===== config.mk =====
export PLATFORM = sky130hd
export DESIGN_NAME = cah_queue
export DESIGN_NICKNAME = d
export VERILOG_FILES = /design/src/design/assert_macros.svh /design/src/design/cah_pkg.sv /design/src/design/cah_queue.sv
export SDC_FILE = /design/constraint.sdc
export NUM_CORES = 1
export LEC_CHECK = 0
export ABC_AREA = 1
export CELL_PAD_IN_SITES_DETAIL_PLACEMENT = 0
export CELL_PAD_IN_SITES_GLOBAL_PLACEMENT = 1
export CORE_ASPECT_RATIO = 2
export CORE_MARGIN = 10
export CORE_UTILIZATION = 45
export DETAILED_ROUTE_END_ITERATION = 10
export DONT_BUFFER_PORTS = 1
export PLACE_DENSITY_LB_ADDON = 0.1
export SETUP_SLACK_MARGIN = 0.5
export SLEW_MARGIN = 20
export SYNTH_ARGS = -nofsm -noshare
export SYNTH_HDL_FRONTEND = slang
export SYNTH_SLANG_ARGS = --single-unit

===== constraint.sdc =====
create_clock -name clk_i -period 3.9 [get_ports clk_i]
set_clock_uncertainty 0.2 [all_clocks]
set_input_delay 0.585 -clock clk_i [delete_from_list [all_inputs] [get_ports clk_i]]
set_output_delay 0.585 -clock clk_i [all_outputs]
set_load 0.05 [all_outputs]

===== src/design/assert_macros.svh =====
// Assertion macros used by the top-level design file
`ifndef ASSERT_MACROS_SVH
`define ASSERT_MACROS_SVH

// same-cycle implication, sampled on clk_i, off while rst_ni is low
`define CAH_ASSERT_IMPL(lbl, pre, post, msg) \
  lbl: assert property (@(posedge clk_i) disable iff (!rst_ni) (pre) |-> (post)) else $error(msg);

// next-cycle implication
`define CAH_ASSERT_NEXT(lbl, pre, post, msg) \
  lbl: assert property (@(posedge clk_i) disable iff (!rst_ni) (pre) |=> (post)) else $error(msg);

`endif


===== src/design/cah_pkg.sv =====
// Types, constants and helper functions of the chord angle histogram
package cah_pkg;

  // widest bin address over the parameter range (1024 x 1024 bins)
  localparam int ADDR_MAX_W = 20;

  typedef enum logic [0:0] {
    OP_RECORD = 1'b0,
    OP_READ   = 1'b1
  } cah_op_e;

  typedef enum logic [1:0] {
    ST_CLEAR,
    ST_IDLE,
    ST_UPDATE
  } cah_state_e;

  localparam logic [2:0] REG_MIN_LEN     = 3'd0;
  localparam logic [2:0] REG_MAX_LEN     = 3'd1;
  localparam logic [2:0] REG_MIN_ANGLE   = 3'd2;
  localparam logic [2:0] REG_MAX_ANGLE   = 3'd3;
  localparam logic [2:0] REG_LEN_SCALE   = 3'd4;
  localparam logic [2:0] REG_ANGLE_SCALE = 3'd5;
  localparam logic [2:0] REG_MAP_ROWS    = 3'd6;
  localparam logic [2:0] REG_MAP_COLS    = 3'd7;

  typedef struct packed {
    logic [31:0]        min_len;
    logic [31:0]        max_len;
    logic signed [31:0] min_angle;
    logic signed [31:0] max_angle;
    logic [31:0]        len_scale;
    logic [31:0]        angle_scale;
    logic [6:0]         map_rows;
    logic [6:0]         map_cols;
  } cah_cfg_t;

  localparam cah_cfg_t CFG_RESET = '{
    min_len:     32'd0,
    max_len:     32'd6553600,
    min_angle:   -32'sd102944,
    max_angle:   32'sd102944,
    len_scale:   32'd41288,
    angle_scale: 32'd1314226,
    map_rows:    7'd64,
    map_cols:    7'd64
  };

  typedef struct packed {
    cah_op_e            op;
    logic [31:0]        void_length;
    logic [31:0]        solid_length;
    logic signed [31:0] walk_angle;
    logic [11:0]        bin_index;
  } cah_in_t;

  typedef struct packed {
    logic [5:0]  void_row;
    logic [5:0]  solid_row;
    logic [5:0]  angle_col;
    logic        solid_counted;
    logic [31:0] void_count;
    logic [31:0] solid_count;
  } cah_out_t;

  // classified item handed from the front end to the update engine
  typedef struct packed {
    cah_op_e               op;
    logic                  hit;    // read: bin inside the map
    logic                  s_en;   // record: solid bin is counted
    logic [ADDR_MAX_W-1:0] v_addr;
    logic [ADDR_MAX_W-1:0] s_addr;
    logic [5:0]            void_row;
    logic [5:0]            solid_row;
    logic [5:0]            angle_col;
  } cah_item_t;

  // clamp to [lo, hi] and remove lo; an inverted range gives zero
  function automatic logic [31:0] len_offset(input logic [31:0] v, input logic [31:0] lo,
                                             input logic [31:0] hi);
    logic [31:0] c;
    c = (v < lo) ? lo : v;
    c = (c > hi) ? hi : c;
    return (c < lo) ? 32'd0 : (c - lo);
  endfunction

  function automatic logic [31:0] angle_offset(input logic signed [31:0] a,
                                               input logic signed [31:0] lo,
                                               input logic signed [31:0] hi);
    logic signed [31:0] c;
    logic signed [32:0] d;
    c = (a < lo) ? lo : a;
    c = (c > hi) ? hi : c;
    d = $signed({c[31], c}) - $signed({lo[31], lo});
    return (c < lo) ? 32'd0 : d[31:0];
  endfunction

endpackage


===== src/design/cah_queue.sv =====
// Two-entry queue between the front end and the update engine
module cah_queue (
  input  logic               clk_i,
  input  logic               rst_ni,
  input  logic               push_i,
  input  cah_pkg::cah_item_t data_i,
  output logic               full_o,
  input  logic               pop_i,
  output logic               empty_o,
  output cah_pkg::cah_item_t data_o
);

  cah_pkg::cah_item_t mem_q [2];
  logic               wr_ptr_q, rd_ptr_q;
  logic [1:0]         cnt_q;

  assign full_o  = (cnt_q == 2'd2);
  assign empty_o = (cnt_q == 2'd0);
  assign data_o  = mem_q[rd_ptr_q];

  always_ff @(posedge clk_i or negedge rst_ni) begin
    if (!rst_ni) begin
      wr_ptr_q <= 1'b0;
      rd_ptr_q <= 1'b0;
      cnt_q    <= 2'd0;
    end else begin
      if (push_i) begin
        wr_ptr_q <= ~wr_ptr_q;
      end
      if (pop_i) begin
        rd_ptr_q <= ~rd_ptr_q;
      end
      if (push_i && !pop_i) begin
        cnt_q <= cnt_q + 2'd1;
      end else if (pop_i && !push_i) begin
        cnt_q <= cnt_q - 2'd1;
      end
    end
  end

  always_ff @(posedge clk_i) begin
    if (push_i) begin
      mem_q[wr_ptr_q] <= data_i;
    end
  end

endmodule


# After elaboration in Yosys (flattened, before gate mapping)
# Memories as Yosys holds them, arrays and structs flattened.
# Cells that the tools add are included.
word_totals:
  elab_cells: 19
  rom_bits: 0
  ff_bits: 4
  out_inout_bits: 63
  input_bits: 65
  latchBits: 0
  memories: 1
  mem_bits_rw: 122
op_classes:
  muxes: 4
  n_shift: 0
  magnitude_cmp: 0
  n_reduce_logical: 6
  bitwise_logic: 2
  n_addsub: 2
  eq_ne: 1
  div: 0
  mul: 0
memory_table:
  columns: ["memory", "depth", "width", "read_ports", "rd_ports_with_merged_regs", "write_ports", "line", "text"]
  rows:
  - ["mem_q", 2, 61, 1, 0, 1, "cah_queue.sv:13", "cah_pkg::cah_item_t mem_q [2];"]
ops:
  columns: ["op", "n"]
  rows:
  - ["2-bit 2-to-1 mux", 2]
  - ["2-bit by 1-bit adder with 2-bit output, second input constant", 1]
  - ["2-bit == test, second input constant", 1]
  - ["1-bit logical AND", 2]
  - ["1-bit logical NOT", 2]
  - ["2-bit logical NOT", 1]
  - ["1-bit 2-to-1 mux", 2]
  - ["1-bit NOT", 2]
  - ["2-bit nonzero test", 1]
  - ["2-bit by 1-bit subtractor with 2-bit output, second input constant", 1]

# Longest topological paths before layout
depth:
  ltp_word: 4
  depth_mapped: 7
  depth_no_buf: 7

# Worst setup path after synthesis
# OpenSTA, ideal clock, no wires.
synth_path:
  path_type: "input to register"
  from: "input port push_i"
  to: "memory mem_q[0][0] (netlist bit) (enable)"
  n_path_buf: 0
  required_time_ns: 3.218
  cell_stages: 2
  arrival_ns: 3.184
  setup_ns: 0.482
  path_slack_ns: 0.034
  path_cell_list: "inv_1 nor2_1"
synth_via:
  elab_chain_cells: 2
synth_lines:
  columns: ["item", "line", "text"]
  rows:
  - ["start: declaration", "cah_queue.sv:5", "input logic push_i,"]
  - ["1-bit 2-to-1 mux", "cah_queue.sv:42", "if (push_i) begin"]
  - ["1-bit 2-to-1 mux (implied by the code)", "cah_queue.sv:43", "mem_q[wr_ptr_q] <= data_i;"]
  - ["end: declaration", "cah_queue.sv:13", null]
# Every way passes these cells.

==> impl_results.md <==
* Status: complete, no violations
* Share of cells above drive strength 1 at 40.8%
* Met3 global-route usage at 6.49%
* Clk buf depth at 2
* Post-Place Setup Slack at 1420 ps
* Largest net degree at the start of global routing at 43
* Rel. slew slack at 35.5%
* Design Area, Final at 0.00560 mm²
* Post-detailed-route wirelength per cell at 22.5 µm
* Setup TNS at 0 ps
* Post-synthesis cell area at 0.00491 mm²
* Chip width at 93.9 µm
* Most frequent cells in the layout: edfxtp_1 (122), mux2_4 (59), clkbuf_16 (17)
* Top delay family on crit path: flip-flops
* Clk_lat worst skew at 390 ps
* Final Cycle Share at 73.5%
* Global-route wire length before repair at 12.6 mm
* Period minus WS final at 2870 ps
* Post-Route WL at 8.58 mm
* Top Ports at 128
* Combinational Power Share at 35.1%
* Final Max Tran Viols at 0
* R2R depth at 3
* Num rows at 53
* Data required, critical path at 3120 ps
* Setup bufs post-CTS at 0
* Starting Density at 46.3%
* Leading area contributor after synthesis: edfxtp_1
* CP arrival at 2080 ps
* Yosys cell types at 14
* Clk pwr share at 28.4%
* Initial antenna violation count at 0
* Final setup violation count at 0
* Leak pwr at 2.07 nW
* Fin worst setup slack at 1030 ps
* Max Fclk at 349 MHz
* Total gr overflow at 0
* Hold EP: rd_ptr_q$_DFFE_PN0P_
* Cell Count, Final, Fillers Out at 382
* Placed cell count at 349
* Syn_nets at 281
* Buf+Inv Stages, Crit Path at 1
* DR DRC count at 0
* Nets at 298
* Hold depth at 1
* Hpwl dp at 6.24 mm
* Die area at 0.0157 mm²
* Number of nets still failing antenna checks after routing at 0
* Share of the synthesized area in the top cell type at 74.6%
* YS warnings at 0
* Cells after Synth at 215
* Vias in the first global route at 2,135
* Met1 usage at 9.43%
* Worst setup EP type: primary output
* Slowest CP cell: dfrtp_4
* Met2 Track Usage GR at 19.1%
* Design Power at 5.42 mW
* Unrepaired setup endpoints after global routing: false
* H-tree levels at 4
* Max VDD drop at 0.433 mV
* Critical-path maximum fanout at 37
* NetSw at 2.08 mW
* Die height at 168 µm
* PwrDens at 969 mW/mm²
* Hold_buf cts at 1
* R2R Path Start: wr_ptr_q$_DFFE_PN0P_
* Share of power burned in registers at 36.5%
* Top cells by area, synth: edfxtp_1 (75%), mux2_4 (18%), buf_12 (2.4%)
* TritonCTS clock tree: yes
* Final hold vios at 0
* Routed via count at 1,915
* Post-cts resize count at 0
* #FFs+latches synth at 126
* Net Sw Frac at 38.4%
* Max-cap violations at 0
* WS Path Type: reg -> out
* # port buffers at 0
* DR pass1 iterations at 4
* Placed Area at 0.00499 mm²
* Most Crowded Layer GR: met2
* Hold Crit Class: in -> reg
* First DRT Iteration DRCs at 69
* Syn_area_per_cell at 22.8 µm²
* Reg-to-reg endpoint: mem_q[1][26]$_DFFE_PP_
* Via density at 5.01
* Area delta synth->final at 14.0%
* Worst-path clk slew at 50 ps
* Hold_sp: pop_i
* RD Place Congestion at 0.646
* R2r setup slk at 1760 ps
* Ant. Diodes at 0
* Cell Int Power at 3.34 mW
* Slew at the pin closest to its max-slew limit at 964 ps
* Worst path max stage delay at 860 ps
* Critical Path Start Type: flip-flop
* TritonCTS Buffers at 17
* Clock sinks at 126
* Root buf cell: clkbuf_16
* CP cell instances: buf_4 > mux2_4
* Gr usage total at 11.1%
* CORE AREA at 0.0106 mm²
* Post-synthesis sequential area ratio at 76.7%
* Commonest non-fill, non-tap cell in the layout: edfxtp_1
[worst max path at each step]
stage | cells past startpoint | from | slack [ps] | to
finish | 2 | rd_ptr_q$_DFFE_PN0P_ | 1030 | data_o[22]
global route | 2 | rd_ptr_q$_DFFE_PN0P_ | 940 | data_o[48]
CTS | 2 | rd_ptr_q$_DFFE_PN0P_ | 980 | data_o[22]
detailed placement | 2 | rd_ptr_q$_DFFE_PN0P_ | 1420 | data_o[22]
global placement | 2 | rd_ptr_q$_DFFE_PN0P_ | 1460 | data_o[14]
floorplan | 2 | push_i | 1090 | mem_q[0][0]$_DFFE_PP_
[state kept, by name, indices dropped and copies added, names as in the netlist]
register / cells
mem_q: 122
cnt_q: 2
rd_ptr_q: 1
wr_ptr_q: 1
[cell type report]
cell class	instances	area, µm²
Sequential cell	126	3770
Fill cell	835	5010
Multi-Input combinational cell	75	996
Timing Repair Buffer	5	40.0
Inverter	7	26.3
Clock buffer	17	425
Tap cell	137	171
Clock inverter	15	170
[metal layers]
| metal | wire length [µm] | part of all wire, % |
|---|---|---|
| met1 | 2590 | 30 |
| met2 | 4880 | 57 |
| met3 | 944 | 11 |
| met4 | 168 | 2.0 |
| met5 | 0 | 0 |
[kinds of logic after synthesis]
kind of cell | count (synthesis) | share of synthesized area [%]
xor+xnor | 3 | 0.535
fa+ha+maj | 1 | 0.255
buf+inv | 14 | 3.21
flops | 126 | 76.7
mux | 61 | 18.5
simple gates | 10 | 0.841
[synthesized netlist by cell type]
library cell and n:
ha_1 1, xnor2_1 1, buf_6 1, mux2_4 59, nand4_1 1, nand2_1 5
inv_1 7, xor2_1 2, nor2_1 3, dfrtp_1 4, mux2_2 2, buf_12 6
edfxtp_1 122, nand3_1 1
[worst reg2reg max path: stages (launching register included)]
cell	delay, ps
dfrtp_1	420
nand2_1	90
inv_2	680
buf_4	430
[power by group through the flow]
stage / logic [mW] / registers, mW / clock network [mW]
final: 1.90 / 1.98 / 1.54
after global routing: 1.97 / 2.02 / 1.63
after CTS: 1.94 / 1.99 / 1.58
after detailed placement: 1.93 / 2.02 / 0
after global placement: 1.91 / 2.00 / 0
after floorplan: 1.96 / 1.89 / 0
[stage by stage]
stage | hold slack [ps] | utilization [%]
final | 67.9 | 52.7
after global routing | 44.5 | 52.7
after detailed placement | 89.6 | 47.0
after global placement | 89.6 | 47.0
after floorplan | 89.4 | -
after CTS | 45.9 | 52.7
No activity file was read; power rests on OpenSTA's default activity.
